**src/design/bcd_vram.sv**
```systemverilog
// Row-wide RAM with registered read and per-row valid flags, so clear resets every row together.
module bcd_vram #(
	parameter int WIDTH = 8,
	parameter int DEPTH = 4,
	localparam int AW = (DEPTH > 1) ? $clog2(DEPTH) : 1
) (
	input  logic             clk,
	input  logic             arst_n,
	input  logic             clear,
	input  logic             rd_en,
	input  logic [AW-1:0]    rd_addr,
	output logic [WIDTH-1:0] rd_data,
	input  logic             wr_en,
	input  logic [AW-1:0]    wr_addr,
	input  logic [WIDTH-1:0] wr_data
);

	logic [WIDTH-1:0] mem [0:DEPTH-1];
	logic [DEPTH-1:0] valid_q;
	logic [WIDTH-1:0] rd_word_q;
	logic             rd_valid_q;

	// Storage array, no reset
	always_ff @(posedge clk) begin
		if (wr_en) begin
			mem[wr_addr] <= wr_data;
		end
		if (rd_en) begin
			rd_word_q <= mem[rd_addr];
		end
	end

	// Row valid flags: a row never written since clear reads as zero
	always_ff @(posedge clk or negedge arst_n) begin
		if (!arst_n) begin
			valid_q    <= '0;
			rd_valid_q <= 1'b0;
		end else begin
			if (clear) begin
				valid_q <= '0;
			end else if (wr_en) begin
				valid_q[wr_addr] <= 1'b1;
			end
			if (rd_en) begin
				rd_valid_q <= valid_q[rd_addr];
			end
		end
	end

	assign rd_data = rd_valid_q ? rd_word_q : '0;

endmodule

```
**config.mk**
```make
export PLATFORM = sky130hd
export DESIGN_NAME = bcd_vram
export DESIGN_NICKNAME = d
export VERILOG_FILES = /design/src/design/bcd_vram.sv
export SDC_FILE = /design/constraint.sdc
export NUM_CORES = 1
export LEC_CHECK = 0
export ABC_AREA = 1
export BUFFER_PORTS_ARGS = -buffer_cell sky130_fd_sc_hd__buf_2
export CORE_MARGIN = 2
export CORE_UTILIZATION = 55
export CTS_CLUSTER_SIZE = 12
export DETAILED_ROUTE_END_ITERATION = 12
export PLACE_DENSITY_LB_ADDON = 0.05
export SLEW_MARGIN = 20
export SYNTH_ARGS = -nofsm -noshare
export SYNTH_HDL_FRONTEND = slang
export SYNTH_SLANG_ARGS = --single-unit
```
**constraint.sdc**
```tcl
create_clock -name clk -period 2.6 [get_ports clk]
set_clock_uncertainty 0.15 [all_clocks]
set_input_delay 0.39 -clock clk [delete_from_list [all_inputs] [get_ports clk]]
set_output_delay 0.39 -clock clk [all_outputs]
set_load 0.1 [all_outputs]
```
==> results_dict.tcl <==
set metrics [dict create \
    fmax_mhz 512.7 \
    finalSetupViolations 0 \
    io_pins 25 \
    start_util_pct 58.58 \
    grt_usage_pct 18.07 \
    r2r-start "mem[2][4]" \
    r2r_slack_ps 1560 \
    clk_latency_ps 340 \
    arrival_ps 1410 \
    slew_headroom_pct 67.88 \
    fin_crit_sh_pct 75.02 \
    yosysWarnings 0 \
    syn_inst 137 \
    ant_nets 0 \
    fill_cells 265 \
    leakagePower_nw 0.8326 \
    drt-total-wl_mm 2.842 \
    grt_max_degree 20 \
    avgSynthCellArea_um2 13.16 \
    final_area_um2 1973 \
    grt_first_pass_wirelength_mm 4.471 \
    yosys.area.top_type_share_pct 66.62 \
    worst_r2r_endpoint "rd_word_q[4]" \
    placementRows 20 \
    crit_family "flip-flops" \
    root_buffer "clkbuf_4" \
    hold_end "valid_q[1]" \
    status "finished clean" \
    ir_worst_vdd_v 0.0004030 \
    dp_hpwl_mm 1.851 \
    crit_fanout 9 \
    grt-ovfl-total 0 \
    drt-initial-drc-count 33 \
    seq_area_um2 1326 \
    worst_pin_slew_ps 485.2 \
    start_kind "flop" \
    area_delta_synth_final_pct 9.438 \
    dieArea_um2 3752 \
    cp_data_required_time_ps 2060 \
    rsz0062_at_grt "no" \
    h-tree-depth 2 \
    fin_ws_ps 649.5 \
    yosysTopAreaCell "edfxtp_1" \
    crit_slowest_cell "dfrtp_1" \
    total_power_mw 1.303 \
    syn_nets 154 \
    hp-class "in2reg" \
    core-area_um2 3078 \
    cp_num_buf_inv 2 \
    vias 1030 \
    port_buffers 24 \
    first_pass_iters 4 \
    period_minus_slack_ps 1951 \
    mostFrequentLayoutCells "edfxtp_1, buf_2, inv_1" \
    power.density_nw_per_um2 660.3 \
    drv_slew 0 \
    slowest_delay_ps 510 \
    ys_ff_latch 45 \
    tritoncts "built" \
    layout_commonest_cell "edfxtp_1" \
    finalNetCount 181 \
    endpoint_kind "output port" \
    hold_depth 2 \
    clock_path_buffers 2 \
    synth_area_leaders "edfxtp_1, dfrtp_1, inv_1" \
    drc 0 \
    min_from "clear" \
    die_w_um 61.26 \
    hold_violations 0 \
    grt_pass1_vias 952 \
    gp_congestion 0.8065 \
    clkSinkCount 45 \
    placed_area_um2 1921 \
    antenna_found_initial 0 \
    drv_cap 0 \
    multi_input_area_um2 332.8 \
    numCtsBuffers 5 \
    ff2ff_path_depth 2 \
    die_h_um 61.26 \
    cp_cell_sequence "nand2_1, inv_1, buf_2" \
    postCtsResizedCells 0 \
    ys_types 16 \
    drive_gt1_share_pct 25.15 \
    clk_pin_slew_ps 110 \
    wire_per_inst_um 13.73 \
    n_antenna_cell 0 \
    path_class "reg2out" \
    synth_area_um2 1803 \
    vias_per_cell 4.976 \
    dp_slack_ps 1030 \
    hold_ws_ps 70.98 \
    yosysSeqAreaShare_pct 73.56 \
    fin_setup_tns_ps 0 \
]
[cell families (layout without fill, tap and decap cells)]
| family | Yosys count | after routing | synth area share (%) |
|---|---|---|---|
| flip-flops | 45 | 45 | 73.56 |
| AND/OR/NAND/NOR | 38 | 38 | 9.438 |
| AO/OA/AOI/OAI | 28 | 28 | 9.022 |
| buffers and inverters | 26 | 52 | 7.980 |
[layout make-up]
| class | instances | share of cell area (%) |
|---|---|---|
| Inverter | 21 | 4.375 |
| Multi-Input combinational cell | 66 | 16.87 |
| Timing Repair Buffer | 25 | 6.595 |
| Clock inverter | 1 | 0.2536 |
| Tap cell | 44 | 2.790 |
| Clock buffer | 5 | 1.902 |
| Sequential cell | 45 | 67.22 |
[through the flow]
| step | std cells | utilization, % |
|---|---|---|
| 2_1_floorplan | 137 | - |
| 3_3_place_gp | 200 | 62.40 |
| 3_5_place_dp | 200 | 62.40 |
| 4_1_cts | 207 | 64.11 |
| 5_1_grt | 207 | 64.11 |
| 6_report | 207 | 64.11 |
[layer usage]
layer | wire [um] | global-route usage (%) | up-vias
li1 | - | - | 521
met1 | 1257 | 22.32 | 480
met2 | 1419 | 28.12 | 23
met4 | 51 | 12.11 | 0
met5 | 0 | 0 | -
met3 | 113 | 4.622 | 6
[flip-flops by register name (all words and copies together), names as in the netlist]
signal / count
mem: 32
rd_word_q: 8
valid_q: 4
rd_valid_q: 1
[how the worst max path moves through the flow]
stage,startpoint,end,slack [ps],cells after the start
5_1_grt,rd_valid_q,rd_data[3],530,3
2_1_floorplan,rd_valid_q,rd_data[6],860,3
6_report,rd_valid_q,rd_data[5],650,3
3_5_place_dp,rd_valid_q,rd_data[5],1030,3
4_1_cts,rd_valid_q,rd_data[5],630,3
3_3_place_gp,rd_valid_q,rd_data[2],1050,3
[power breakdown]
| part | leakage, nW | total [mW] | internal (mW) | switching (mW) |
|---|---|---|---|---|
| sequential | 0.439 | 0.845 | 0.831 | 0.0145 |
| combinational | 0.366 | 0.172 | 0.0382 | 0.133 |
| clock | 0.0269 | 0.286 | 0.0940 | 0.192 |
| total | 0.833 | 1.30 | 0.963 | 0.340 |
[cells in the mapped netlist]
cell type	number
edfxtp_1	40
inv_1	20
dfrtp_1	5
a21oi_1	4
o22ai_2	2
o21ai_0	12
nand2_1	16
nand3_1	6
o21ai_1	4
o22ai_1	6
clkbuf_1	1
inv_8	1
buf_12	1
buf_6	3
nor2_2	8
nor2_1	8
[what timing repair did]
item                                   CTS  global route
setup buffers                            0             0
endpoints found under the hold margin    5             0
hold buffers                             1             0
Power figures use the tool's default switching activity.
