File: src/design/bcd_pkg.sv
// Shared constants, types and helper functions for the brush canvas box downsampler.
package bcd_pkg;

	// Geometry
	localparam int LARGE_SIDE = 140;
	localparam int SMALL_SIDE = 28;
	localparam int BLOCK_SIDE = 5;
	localparam int BLOCK_AREA = BLOCK_SIDE * BLOCK_SIDE;

	// Widths
	localparam int X_W    = (LARGE_SIDE > 1) ? $clog2(LARGE_SIDE) : 1;
	localparam int CR_W   = (SMALL_SIDE > 1) ? $clog2(SMALL_SIDE) : 1;
	localparam int SUM_W  = 5;
	localparam int LVL_W  = 8;
	localparam int RAD_W  = 4;
	localparam int FUNC_W = 2;
	localparam int PTR_W  = 9;
	localparam int CELL_W = 5;
	localparam int OFS_W  = RAD_W + 1;
	localparam int POS_W  = PTR_W + 1;
	localparam int CNT_ROW_W = SMALL_SIDE * SUM_W;

	localparam logic [RAD_W-1:0] RADIUS_RST = RAD_W'(4);

	// Operation codes
	localparam logic [FUNC_W-1:0] FUNC_CLEAR = 2'd0;
	localparam logic [FUNC_W-1:0] FUNC_STAMP = 2'd1;
	localparam logic [FUNC_W-1:0] FUNC_READ  = 2'd2;

	// Sequencer states
	typedef enum logic [2:0] {
		ST_IDLE,
		ST_ROW_RD,
		ST_ROW_CELL,
		ST_ROW_WR,
		ST_READ_WAIT,
		ST_DONE
	} state_t;

	// Divide by the block side: reciprocal multiply plus one correction step
	localparam int DIV_SH    = 16;
	localparam int DIV_RECIP = (1 << DIV_SH) / BLOCK_SIDE;

	function automatic logic [X_W-1:0] div_block(input logic [X_W-1:0] v);
		logic [X_W+DIV_SH-1:0] prod;
		logic [X_W-1:0]        q;
		logic [X_W-1:0]        rem;
		prod = (X_W+DIV_SH)'(v) * (X_W+DIV_SH)'(DIV_RECIP);
		q    = X_W'(prod >> DIV_SH);
		rem  = v - X_W'(q * X_W'(BLOCK_SIDE));
		if (rem >= X_W'(BLOCK_SIDE)) begin
			q = q + X_W'(1);
		end
		return q;
	endfunction

	// Level table: floor(sum * 255 / block area)
	typedef logic [LVL_W-1:0] level_lut_t [0:(1<<SUM_W)-1];

	function automatic level_lut_t build_level_lut();
		level_lut_t lut;
		for (int i = 0; i < (1 << SUM_W); i++) begin
			lut[i] = LVL_W'((i * 255) / BLOCK_AREA);
		end
		return lut;
	endfunction

	localparam level_lut_t LEVEL_LUT = build_level_lut();

endpackage

File: src/design/bcd_brush_unit.sv
// Shared brush test: offset inside the circle and column on the canvas.
module bcd_brush_unit (
	input  logic signed [bcd_pkg::OFS_W-1:0] dx,
	input  logic signed [bcd_pkg::OFS_W-1:0] dy,
	input  logic        [bcd_pkg::RAD_W-1:0] radius,
	input  logic signed [bcd_pkg::POS_W-1:0] x,
	output logic                             hit
);
	import bcd_pkg::*;

	localparam int SQ_W = 2 * OFS_W;

	logic signed [SQ_W-1:0] dx_sq;
	logic signed [SQ_W-1:0] dy_sq;
	logic        [SQ_W:0]   dist_sq;
	logic        [SQ_W:0]   rad_sq;
	logic                   x_on;

	// Squared distance against squared radius
	always_comb begin
		dx_sq   = SQ_W'(dx) * SQ_W'(dx);
		dy_sq   = SQ_W'(dy) * SQ_W'(dy);
		dist_sq = (SQ_W+1)'(unsigned'(dx_sq)) + (SQ_W+1)'(unsigned'(dy_sq));
		rad_sq  = (SQ_W+1)'(radius) * (SQ_W+1)'(radius);
		x_on    = !x[POS_W-1] && (x[POS_W-2:0] < (POS_W-1)'(LARGE_SIDE));
		hit     = (dist_sq < rad_sq) && x_on;
	end

endmodule

File: config.mk
export PLATFORM = sky130hd
export DESIGN_NAME = bcd_brush_unit
export DESIGN_NICKNAME = d
export VERILOG_FILES = /design/src/design/bcd_pkg.sv /design/src/design/bcd_brush_unit.sv
export SDC_FILE = /design/constraint.sdc
export NUM_CORES = 1
export LEC_CHECK = 0
export BUFFER_PORTS_ARGS = -buffer_cell sky130_fd_sc_hd__buf_4
export CAP_MARGIN = 20
export CORE_MARGIN = 4
export CORE_UTILIZATION = 60
export DETAILED_ROUTE_END_ITERATION = 7
export GPL_ROUTABILITY_DRIVEN = 1
export PLACE_DENSITY = 0.79
export SYNTH_ARGS = -nofsm -noshare
export SYNTH_HDL_FRONTEND = slang
export SYNTH_SLANG_ARGS = --single-unit
File: constraint.sdc
create_clock -name vclk -period 8.5
set_clock_uncertainty 0.05 [all_clocks]
set_input_delay 1.7 -clock vclk [all_inputs]
set_output_delay 1.7 -clock vclk [all_outputs]
set_load 0.02 [all_outputs]
==> run_summary.xml, run 1 <==
<?xml version="1.0" encoding="UTF-8"?>
<metrics>
  <group name="layout">
    <metric name="areaGrowthSynthToFinish" unit="%">11.1</metric>
    <metric name="num-clock-buffers" unit="">0</metric>
    <metric name="drive_gt1_share" unit="%">10.7</metric>
    <metric name="layout.nets" unit="">366</metric>
    <metric name="final-seq-area" unit="um^2">0</metric>
    <metric name="antenna_cells" unit="">0</metric>
    <metric name="multi_input_area" unit="mm^2">0.00193</metric>
    <metric name="filler_cell_count" unit="">292</metric>
    <metric name="sequential_cell_count_of_the_final_layout" unit="">0</metric>
  </group>
  <group name="worst_setup_path">
    <metric name="worst-endpoint-required" unit="ps">6750</metric>
    <metric name="crit_path_to" unit="">hit</metric>
    <metric name="critPathKind" unit="">in2out</metric>
    <metric name="timing.critical_path.to_type" unit="">output port</metric>
    <metric name="crit_arrival" unit="ps">6500</metric>
    <metric name="critPathLaunchType" unit="">primary input</metric>
    <metric name="worst_setup_path_startpoint" unit="">dy[4]</metric>
    <metric name="crit_fanout" unit="">8</metric>
  </group>
  <group name="pwr">
    <metric name="power.share.switching" unit="%">53.6</metric>
    <metric name="power.internal" unit="mW">0.274</metric>
    <metric name="p_seq_share" unit="%">0</metric>
    <metric name="power.density_cell_area" unit="mW/mm^2">253</metric>
    <metric name="power.leakage" unit="nW">1.23</metric>
    <metric name="comb_power_share" unit="%">100.0</metric>
    <metric name="vdd_ir_drop_max" unit="mV">0.179</metric>
    <metric name="p_switching" unit="mW">0.317</metric>
    <metric name="share_clk_of_total_power" unit="%">0</metric>
  </group>
  <group name="logic_synthesis">
    <metric name="post_synth_most_frequent_cells" unit="">sky130_fd_sc_hd__inv_1, sky130_fd_sc_hd__ha_1, sky130_fd_sc_hd__fa_1, sky130_fd_sc_hd__xnor2_1, sky130_fd_sc_hd__nand2_1</metric>
    <metric name="netlist.area_leader.share" unit="%">25.7</metric>
    <metric name="yosysUniqueCellTypes" unit="">34</metric>
    <metric name="synthesis.yosys.warnings" unit="">0</metric>
    <metric name="netlist_top_cells_area" unit="">sky130_fd_sc_hd__fa_1, sky130_fd_sc_hd__ha_1, sky130_fd_sc_hd__inv_1</metric>
    <metric name="syn_area" unit="mm^2">0.00210</metric>
    <metric name="synthCells" unit="">248</metric>
    <metric name="seq_area_frac_synth" unit="%">0</metric>
    <metric name="syn-mean-instance-area" unit="um^2">8.48</metric>
    <metric name="post-synth-top-area-cell" unit="">sky130_fd_sc_hd__fa_1</metric>
    <metric name="synthMostInstantiatedCell" unit="">sky130_fd_sc_hd__inv_1</metric>
  </group>
  <group name="place">
    <metric name="place_worst_setup_slack" unit="ps">258</metric>
    <metric name="dp_hpwl" unit="um">3540</metric>
    <metric name="place.port_buffers" unit="">23</metric>
    <metric name="routabilityCongestion" unit="">0.776</metric>
  </group>
  <group name="timing">
    <metric name="max_freq" unit="MHz">121</metric>
    <metric name="final-hold-violation-count" unit="">0</metric>
    <metric name="postLayoutSetupSlackWorst" unit="ps">254</metric>
    <metric name="layout_worst_path_cycle_share" unit="%">97.0</metric>
    <metric name="hold-worst-slack" unit="ps">3760</metric>
    <metric name="setup_viol" unit="">0</metric>
    <metric name="post-route-min-period" unit="ps">8250</metric>
    <metric name="rsz0062_at_grt" unit="">no</metric>
    <metric name="timing.setup.tns" unit="ps">0</metric>
    <metric name="slew_viol_final" unit="">0</metric>
  </group>
  <group name="die">
    <metric name="num_io_pins" unit="">25</metric>
    <metric name="coreArea" unit="mm^2">0.00336</metric>
    <metric name="die_x" unit="um">67.2</metric>
    <metric name="die-height" unit="um">67.2</metric>
    <metric name="row_count" unit="">21</metric>
    <metric name="dieArea" unit="mm^2">0.00451</metric>
    <metric name="initial_utilization" unit="%">62.5</metric>
  </group>
  <group name="grt">
    <metric name="first_global_vias" unit="">1591</metric>
    <metric name="grt_first_pass_wirelength" unit="um">6650</metric>
    <metric name="grt_start_max_net_pins" unit="">9</metric>
    <metric name="grt_antenna_before_repair" unit="">0</metric>
    <metric name="grt.overflow.total" unit="">0</metric>
    <metric name="grt_use_total" unit="%">18.4</metric>
  </group>
  <group name="drt">
    <metric name="antenna_violating_nets_post_route" unit="">0</metric>
    <metric name="drc_violations_left" unit="">0</metric>
    <metric name="final_routed_wirelength" unit="um">3930</metric>
    <metric name="detailedRoute.firstPassIterationCount" unit="">4</metric>
    <metric name="vias" unit="">1722</metric>
    <metric name="detail_route.vias_per_cell" unit="">5.42</metric>
    <metric name="wire_per_inst" unit="um">12.3</metric>
    <metric name="detailedRoute.firstIterationViolations" unit="">84</metric>
  </group>
  <group name="run_status">
    <metric name="outcome" unit="">complete, no violations</metric>
  </group>
  <group name="run">
    <metric name="timing.max_cap.violations" unit="">0</metric>
  </group>
  <group name="hold_path">
    <metric name="hold_path.class" unit="">in2out</metric>
  </group>
  <group name="clock_tree">
    <metric name="postCtsSetupBuffers" unit="">0</metric>
    <metric name="cts_resized" unit="">0</metric>
    <metric name="ctsHoldBuffers" unit="">0</metric>
  </group>
</metrics>
## per-stage QoR
stage	cell area [um^2]	std cells	utilization, %	total power, mW
2_1_floorplan	2110	249	-	0.478
3_3_place_gp	2340	318	69.5	0.575
3_5_place_dp	2340	318	69.5	0.588
4_1_cts	2340	318	69.5	0.593
5_1_grt	2340	318	69.5	0.676
6_report	2340	318	69.5	0.592
## power by group through the flow
stage / Clock (mW) / Combinational, mW / Sequential, mW
2_1_floorplan: 0 / 0.478 / 0
3_3_place_gp: 0 / 0.575 / 0
3_5_place_dp: 0 / 0.588 / 0
4_1_cts: 0 / 0.593 / 0
5_1_grt: 0 / 0.676 / 0
6_report: 0 / 0.591 / 0
## cell usage in the layout, fill, tap and decap left out, types with 3 or more instances in the layout
master and instances:
sky130_fd_sc_hd__o21bai_1 3, sky130_fd_sc_hd__inv_1 46, sky130_fd_sc_hd__xor2_1 6, sky130_fd_sc_hd__nand2_1 14, sky130_fd_sc_hd__nor2_1 8, sky130_fd_sc_hd__a211oi_1 4
sky130_fd_sc_hd__buf_4 23, sky130_fd_sc_hd__and2_1 12, sky130_fd_sc_hd__nand2b_1 6, sky130_fd_sc_hd__a31oi_1 3, sky130_fd_sc_hd__xnor2_1 18, sky130_fd_sc_hd__fa_1 27
sky130_fd_sc_hd__a21oi_1 13, sky130_fd_sc_hd__nor3_1 5, sky130_fd_sc_hd__o21ai_0 10, sky130_fd_sc_hd__a21o_1 6, sky130_fd_sc_hd__nor2b_1 4, sky130_fd_sc_hd__ha_1 41
## worst min path at each step
stage,start,end,cells past startpoint
6_report,x[7],hit,4
5_1_grt,x[7],hit,4
4_1_cts,x[7],hit,4
3_5_place_dp,x[7],hit,4
3_3_place_gp,x[7],hit,4
2_1_floorplan,x[7],hit,2
## routing by layer
| layer | vias up | global-route usage (%) | routed length, um |
|---|---|---|---|
| met5 | - | 0 | 0 |
| met4 | 0 | 1.01 | 14 |
| met3 | 2 | 0.499 | 122 |
| met2 | 24 | 33.5 | 2010 |
| met1 | 807 | 25.6 | 1780 |
| li1 | 889 | - | - |
## worst max-delay path, stage by stage
cell and delay [ps]:
sky130_fd_sc_hd__buf_4 120, sky130_fd_sc_hd__inv_1 70, sky130_fd_sc_hd__nor2_1 140, sky130_fd_sc_hd__xnor2_1 130, sky130_fd_sc_hd__ha_1 270, sky130_fd_sc_hd__fa_1 570
sky130_fd_sc_hd__fa_1 470, sky130_fd_sc_hd__fa_1 500, sky130_fd_sc_hd__xor2_1 200, sky130_fd_sc_hd__ha_1 350, sky130_fd_sc_hd__o21ai_0 90, sky130_fd_sc_hd__o21ai_0 220
sky130_fd_sc_hd__o21ai_0 160, sky130_fd_sc_hd__xnor2_1 170, sky130_fd_sc_hd__ha_1 210, sky130_fd_sc_hd__or4_1 490, sky130_fd_sc_hd__a221oi_1 240, sky130_fd_sc_hd__o221a_1 240
sky130_fd_sc_hd__buf_4 140
## layout make-up
class                      count  share of cell area (%)
multi-input combinational    203                    82.8
timing repair buffer          23                    7.39
inverter                      46                    7.39
tap                           46                    2.46
## cells by family after synthesis
| family | after synthesis | share of synthesized area (%) |
|---|---|---|
| compound gates | 51 | 16.5 |
| buf+inv | 46 | 8.21 |
| other cells | 1 | 0.178 |
| xor+xnor | 24 | 10.0 |
| fa+ha+maj | 68 | 50.1 |
| simple gates | 58 | 14.9 |
Power figures use the tool's default switching activity.
==> run 2, diff against run 1 <==
CORE_ASPECT_RATIO = 2   (was default)
==> run 2 against run 1 <==
Via count rose by 1.9%. Utilization decreased by 0.31 points. Global-route usage rose by 2.3 points. Routed wire length up 6.5%. Sequential cell count unchanged. Cell area unchanged. First-iteration DRC count fell by 73%. Non-clock buffer count up 1. Sequential share of layout area stayed put. Combinational power rose by 2%. Maximum frequency increased by 1.4%. Critical endpoint unchanged. Largest cell class unchanged. Largest power group unchanged.
==> run_summary.xml, run 2 (synthesized netlist as in run 1, its figures left out) <==
<?xml version="1.0" encoding="UTF-8"?>
<metrics>
  <group name="run_status">
    <metric name="outcome" unit="">complete, no violations</metric>
  </group>
  <group name="layout">
    <metric name="mostFrequentLayoutCell" unit="">sky130_fd_sc_hd__inv_1</metric>
    <metric name="most-common-layout-cells" unit="">sky130_fd_sc_hd__inv_1, sky130_fd_sc_hd__ha_1, sky130_fd_sc_hd__fa_1</metric>
    <metric name="areaGrowthSynthToFinish" unit="%">11.1</metric>
    <metric name="layout.nets" unit="">367</metric>
    <metric name="antenna_cells" unit="">0</metric>
    <metric name="design_area" unit="mm^2">0.00234</metric>
    <metric name="filler_cell_count" unit="">296</metric>
    <metric name="num-clock-buffers" unit="">0</metric>
    <metric name="drive_gt1_share" unit="%">11.7</metric>
    <metric name="sequential_cell_count_of_the_final_layout" unit="">0</metric>
    <metric name="final-seq-area" unit="um^2">0</metric>
    <metric name="utilization" unit="%">69.1</metric>
  </group>
  <group name="drt">
    <metric name="detail_route.vias_per_cell" unit="">5.75</metric>
    <metric name="drc_violations_left" unit="">0</metric>
    <metric name="final_routed_wirelength" unit="um">4180</metric>
    <metric name="vias" unit="">1754</metric>
    <metric name="detailedRoute.firstPassIterationCount" unit="">4</metric>
    <metric name="detailedRoute.firstIterationViolations" unit="">23</metric>
    <metric name="wire_per_inst" unit="um">13.7</metric>
    <metric name="antenna_violating_nets_post_route" unit="">0</metric>
  </group>
  <group name="grt">
    <metric name="use_met2" unit="%">44.2</metric>
    <metric name="gr-usage-met3" unit="%">0.325</metric>
    <metric name="first_global_vias" unit="">1907</metric>
    <metric name="grt.overflow.total" unit="">0</metric>
    <metric name="grt_first_pass_wirelength" unit="um">7840</metric>
    <metric name="grt_antenna_before_repair" unit="">0</metric>
    <metric name="busiest_layer" unit="">met2</metric>
    <metric name="globalRouteMet1Util" unit="%">21.5</metric>
    <metric name="grt_start_max_net_pins" unit="">9</metric>
    <metric name="grt_use_total" unit="%">20.7</metric>
  </group>
  <group name="timing">
    <metric name="final-hold-violation-count" unit="">0</metric>
    <metric name="post-route-min-period" unit="ps">8130</metric>
    <metric name="slew_viol_final" unit="">0</metric>
    <metric name="max_freq" unit="MHz">123</metric>
    <metric name="rsz0062_at_grt" unit="">no</metric>
    <metric name="timing.setup.tns" unit="ps">0</metric>
    <metric name="postLayoutSetupSlackWorst" unit="ps">367</metric>
    <metric name="setup_viol" unit="">0</metric>
    <metric name="layout_worst_path_cycle_share" unit="%">95.7</metric>
  </group>
  <group name="place">
    <metric name="place.port_buffers" unit="">23</metric>
    <metric name="dp_hpwl" unit="um">3840</metric>
    <metric name="place_worst_setup_slack" unit="ps">298</metric>
    <metric name="routabilityCongestion" unit="">0.748</metric>
    <metric name="dpl_cell_area" unit="mm^2">0.00233</metric>
  </group>
  <group name="die">
    <metric name="row_count" unit="">30</metric>
    <metric name="coreArea" unit="mm^2">0.00338</metric>
    <metric name="die-height" unit="um">91.7</metric>
    <metric name="die_x" unit="um">49.9</metric>
    <metric name="dieArea" unit="mm^2">0.00457</metric>
    <metric name="num_io_pins" unit="">25</metric>
    <metric name="initial_utilization" unit="%">62.2</metric>
  </group>
  <group name="pwr">
    <metric name="power.leakage" unit="nW">1.24</metric>
    <metric name="vdd_ir_drop_max" unit="mV">0.200</metric>
    <metric name="power.density_cell_area" unit="mW/mm^2">257</metric>
  </group>
  <group name="worst_setup_path">
    <metric name="cp_cell_sequence" unit="">buf_4 -&gt; nand2_1 -&gt; fa_1 -&gt; inv_1 -&gt; fa_1 -&gt; fa_1 -&gt; fa_1 -&gt; xor2_1 -&gt; ha_1 -&gt; o21ai_0 -&gt; o21ai_0 -&gt; o21ai_0 -&gt; xnor2_1 -&gt; ha_1 -&gt; or4_1 -&gt; a221oi_2 -&gt; o221a_1 -&gt; buf_4</metric>
    <metric name="critPathMostFrequentCell" unit="">sky130_fd_sc_hd__fa_1</metric>
    <metric name="critPathLaunchType" unit="">primary input</metric>
    <metric name="cp_slowest_cell" unit="">sky130_fd_sc_hd__fa_1</metric>
    <metric name="crit_fanout" unit="">8</metric>
    <metric name="timing.critical_path.to_type" unit="">output port</metric>
    <metric name="crit_arrival" unit="ps">6380</metric>
    <metric name="critical_path.max_stage_delay" unit="ps">540</metric>
    <metric name="worst-endpoint-required" unit="ps">6750</metric>
    <metric name="critPathKind" unit="">in2out</metric>
  </group>
  <group name="hold_path">
    <metric name="hold_path.class" unit="">in2out</metric>
    <metric name="worstHoldPathCells" unit="">4</metric>
  </group>
  <group name="run">
    <metric name="timing.max_cap.violations" unit="">0</metric>
  </group>
</metrics>
[run 2: changes by cell type in the layout (fill, tap and decap cells not counted)]
cell                       delta
sky130_fd_sc_hd__a221oi_1     -1
sky130_fd_sc_hd__a21oi_1      -1
sky130_fd_sc_hd__a21oi_2      +1
sky130_fd_sc_hd__buf_4        +1
sky130_fd_sc_hd__a221oi_2     +1
[run 2: where the power goes]
group / switching (mW) / leakage (nW) / internal (mW)
Sequential: 0 / 0 / 0
Combinational: 0.323 / 1.24 / 0.278
Clock: 0 / 0 / 0
[run 2: layer usage]
metal | share of wire [%] | wire [um]
met1 | 34 | 1440
met2 | 63 | 2650
met3 | 1.2 | 49
met4 | 1.1 | 45
met5 | 0 | 0
[run 2: per-stage QoR]
stage	power [mW]	hold WS, ps	cells
final	0.601	3740	305
after floorplan	0.478	3580	249
after global routing	0.693	3760	305
after CTS	0.606	3760	305
after global placement	0.583	3770	305
after detailed placement	0.601	3760	305
[run 2: path summary, 6_finish.rpt]
kind	to	startpoint	slack [ps]
worst min-delay path	hit	x[7]	3740
worst max-delay path	hit	dy[0]	370
[run 2: cell type report]
type / count / area, um^2 / area share, %
Tap cell: 32 / 40.0 / 1.71
Multi-Input combinational cell: 203 / 1940 / 83.2
Timing Repair Buffer: 24 / 180 / 7.71
Inverter: 46 / 173 / 7.39
[run 2: worst max-delay path: cells and delay by family]
kind / cells / cell delay (ps)
AOI/OAI and AO/OA: 5 / 850
xor gates and xnor gates: 2 / 340
adders and majority gates: 6 / 2570
buffers and inverters: 3 / 320
and+or+nand+nor: 2 / 610
[run 2: what timing repair did]
action                                  CTS  global route
gates resized for setup                   0             2
setup buffers                             0             0
hold endpoints to repair                  0             0
endpoints found under the setup margin    0             1
hold buffers                              0             0
==> run 3, diff against run 2 <==
CELL_PAD_IN_SITES_DETAIL_PLACEMENT = 1   (was default)
CELL_PAD_IN_SITES_GLOBAL_PLACEMENT = 1   (was default)
CORE_UTILIZATION = 47   (was 60)
PLACE_DENSITY = 0.81   (was 0.79)
==> run 3 against run 2 <==
Cell area up 1.1%. Count of clock-buffer cells in the layout unchanged. Cell count up 7.2%. Non-clock buffer count unchanged. Largest power group unchanged.
==> run_summary.xml, run 3 (synthesized netlist as in run 1, its figures left out) <==
<?xml version="1.0" encoding="UTF-8"?>
<metrics>
  <group name="run">
    <metric name="timing.max_cap.violations" unit="">0</metric>
  </group>
  <group name="timing">
    <metric name="layout_worst_path_cycle_share" unit="%">96.0</metric>
    <metric name="setup_viol" unit="">0</metric>
    <metric name="post-route-min-period" unit="ps">8160</metric>
    <metric name="slew_viol_final" unit="">0</metric>
    <metric name="postLayoutSetupSlackWorst" unit="ps">339</metric>
    <metric name="final-hold-violation-count" unit="">0</metric>
    <metric name="max_freq" unit="MHz">123</metric>
  </group>
  <group name="die">
    <metric name="row_count" unit="">34</metric>
    <metric name="die-height" unit="um">103</metric>
    <metric name="num_io_pins" unit="">25</metric>
    <metric name="die_x" unit="um">55.3</metric>
    <metric name="initial_utilization" unit="%">48.4</metric>
    <metric name="dieArea" unit="mm^2">0.00567</metric>
    <metric name="coreArea" unit="mm^2">0.00434</metric>
  </group>
  <group name="pwr">
    <metric name="power.density_cell_area" unit="mW/mm^2">260</metric>
    <metric name="power.internal" unit="mW">0.280</metric>
    <metric name="p_seq_share" unit="%">0</metric>
    <metric name="share_clk_of_total_power" unit="%">0</metric>
    <metric name="comb_power_share" unit="%">100.0</metric>
    <metric name="power.share.switching" unit="%">54.5</metric>
    <metric name="p_switching" unit="mW">0.335</metric>
    <metric name="finalPower" unit="mW">0.615</metric>
    <metric name="vdd_ir_drop_max" unit="mV">0.144</metric>
    <metric name="power.leakage" unit="nW">1.24</metric>
  </group>
  <group name="layout">
    <metric name="mostFrequentLayoutCell" unit="">sky130_fd_sc_hd__inv_1</metric>
    <metric name="drive_gt1_share" unit="%">12.1</metric>
    <metric name="most-common-layout-cells" unit="">sky130_fd_sc_hd__inv_1, sky130_fd_sc_hd__ha_1, sky130_fd_sc_hd__fa_1</metric>
    <metric name="areaGrowthSynthToFinish" unit="%">12.4</metric>
    <metric name="num-clock-buffers" unit="">0</metric>
    <metric name="sequential_cell_count_of_the_final_layout" unit="">0</metric>
    <metric name="antenna_cells" unit="">0</metric>
    <metric name="design_area" unit="mm^2">0.00236</metric>
    <metric name="final-seq-area" unit="um^2">0</metric>
    <metric name="layout.nets" unit="">367</metric>
    <metric name="utilization" unit="%">54.4</metric>
  </group>
  <group name="worst_setup_path">
    <metric name="timing.critical_path.to_type" unit="">output port</metric>
    <metric name="crit_arrival" unit="ps">6410</metric>
    <metric name="critPathKind" unit="">in2out</metric>
    <metric name="crit_fanout" unit="">7</metric>
    <metric name="worst-endpoint-required" unit="ps">6750</metric>
    <metric name="critPathLaunchType" unit="">primary input</metric>
  </group>
  <group name="place">
    <metric name="place.port_buffers" unit="">23</metric>
    <metric name="place_worst_setup_slack" unit="ps">165</metric>
    <metric name="dp_hpwl" unit="um">4750</metric>
    <metric name="routabilityCongestion" unit="">0.808</metric>
    <metric name="dpl_cell_area" unit="mm^2">0.00235</metric>
  </group>
  <group name="drt">
    <metric name="m1WireLength" unit="um">1510</metric>
    <metric name="detailroute.wirelength.met3" unit="um">44</metric>
    <metric name="final_routed_wirelength" unit="um">5050</metric>
    <metric name="detailedRoute.firstPassIterationCount" unit="">4</metric>
    <metric name="drc_violations_left" unit="">0</metric>
    <metric name="topRoutingLayerUsed" unit="">met4</metric>
    <metric name="detailedRoute.firstIterationViolations" unit="">34</metric>
    <metric name="detailroute.wirelength.met2" unit="um">3390</metric>
    <metric name="vias" unit="">1811</metric>
    <metric name="detail_route.vias_per_cell" unit="">5.54</metric>
    <metric name="antenna_violating_nets_post_route" unit="">0</metric>
    <metric name="wire_per_inst" unit="um">15.4</metric>
  </group>
  <group name="grt">
    <metric name="grt.overflow.total" unit="">0</metric>
    <metric name="grt_first_pass_wirelength" unit="um">8650</metric>
    <metric name="first_global_vias" unit="">2029</metric>
    <metric name="grt_use_total" unit="%">18.7</metric>
    <metric name="grt_antenna_before_repair" unit="">0</metric>
    <metric name="grt_start_max_net_pins" unit="">9</metric>
  </group>
  <group name="hold_path">
    <metric name="worstHoldPathCells" unit="">4</metric>
    <metric name="timing.hold.worst_endpoint" unit="">hit</metric>
    <metric name="hold_path.class" unit="">in2out</metric>
    <metric name="min_from" unit="">x[7]</metric>
  </group>
  <group name="run_status">
    <metric name="outcome" unit="">complete, no violations</metric>
  </group>
  <group name="clock_tree">
    <metric name="postCtsSetupBuffers" unit="">0</metric>
  </group>
</metrics>
## run 3: changes by cell type in the layout (fill, tap and decap cells not counted)
cell	delta
sky130_fd_sc_hd__a21oi_1	+1
sky130_fd_sc_hd__a21oi_2	-1
sky130_fd_sc_hd__fa_1	-1
sky130_fd_sc_hd__fa_2	+1
sky130_fd_sc_hd__inv_1	-1
sky130_fd_sc_hd__inv_2	+1
sky130_fd_sc_hd__o21ai_0	-1
sky130_fd_sc_hd__o21ai_1	+1
## run 3: cell type report
class                      instances  area [um^2]
inverter                          46          173
multi-input combinational        203         1940
fill                             550         1980
timing repair buffer              24          180
tap                               54         67.6
## run 3: worst max-delay path by stage
stage / endpoint / cells after the start / slack (ps) / startpoint
final: hit / 18 / 340 / dx[4]
after global routing: hit / 20 / -20 / dx[0]
after CTS: hit / 18 / 130 / dx[4]
after detailed placement: hit / 20 / 160 / dx[0]
after global placement: hit / 19 / 270 / dx[4]
after floorplan: hit / 16 / 790 / dy[4]
## run 3: through the flow
step	std cells	hold WS (ps)	setup TNS (ps)
floorplan	249	3580	0
global placement	327	3770	0
detailed placement	327	3780	0
CTS	327	3780	0
global route	327	3800	-23.9
finish	327	3760	0
## run 3: worst max-delay path, stage by stage
cell and delay [ps]:
sky130_fd_sc_hd__buf_4 120, sky130_fd_sc_hd__inv_1 90, sky130_fd_sc_hd__fa_1 560, sky130_fd_sc_hd__inv_1 60, sky130_fd_sc_hd__fa_1 480, sky130_fd_sc_hd__fa_1 540, sky130_fd_sc_hd__ha_1 320, sky130_fd_sc_hd__a21o_1 160
sky130_fd_sc_hd__a21oi_1 280, sky130_fd_sc_hd__xnor2_1 120, sky130_fd_sc_hd__ha_1 350, sky130_fd_sc_hd__o21ai_0 240, sky130_fd_sc_hd__xnor2_1 100, sky130_fd_sc_hd__ha_1 200, sky130_fd_sc_hd__or4_1 520, sky130_fd_sc_hd__a221oi_2 210
sky130_fd_sc_hd__o221a_1 230, sky130_fd_sc_hd__buf_4 140
## run 3: timing repair
action                                  4_1_cts  5_1_grt
hold buffers                                  0        0
resized for setup                             0        4
endpoints found under the setup margin        0        1
## run 3: routing by layer
metal | vias to the layer above | global-route usage [%]
met2 | 20 | 44.6
li1 | 888 | -
met3 | 9 | 0.501
met1 | 894 | 15.9
met5 | - | 0
met4 | 0 | 3.18
## run 3: power groups by stage
stage	combinational, mW	sequential [mW]	clock, mW
finish	0.615	0	0
global route	0.708	0	0
CTS	0.622	0	0
detailed placement	0.617	0	0
global placement	0.593	0	0
floorplan	0.478	0	0
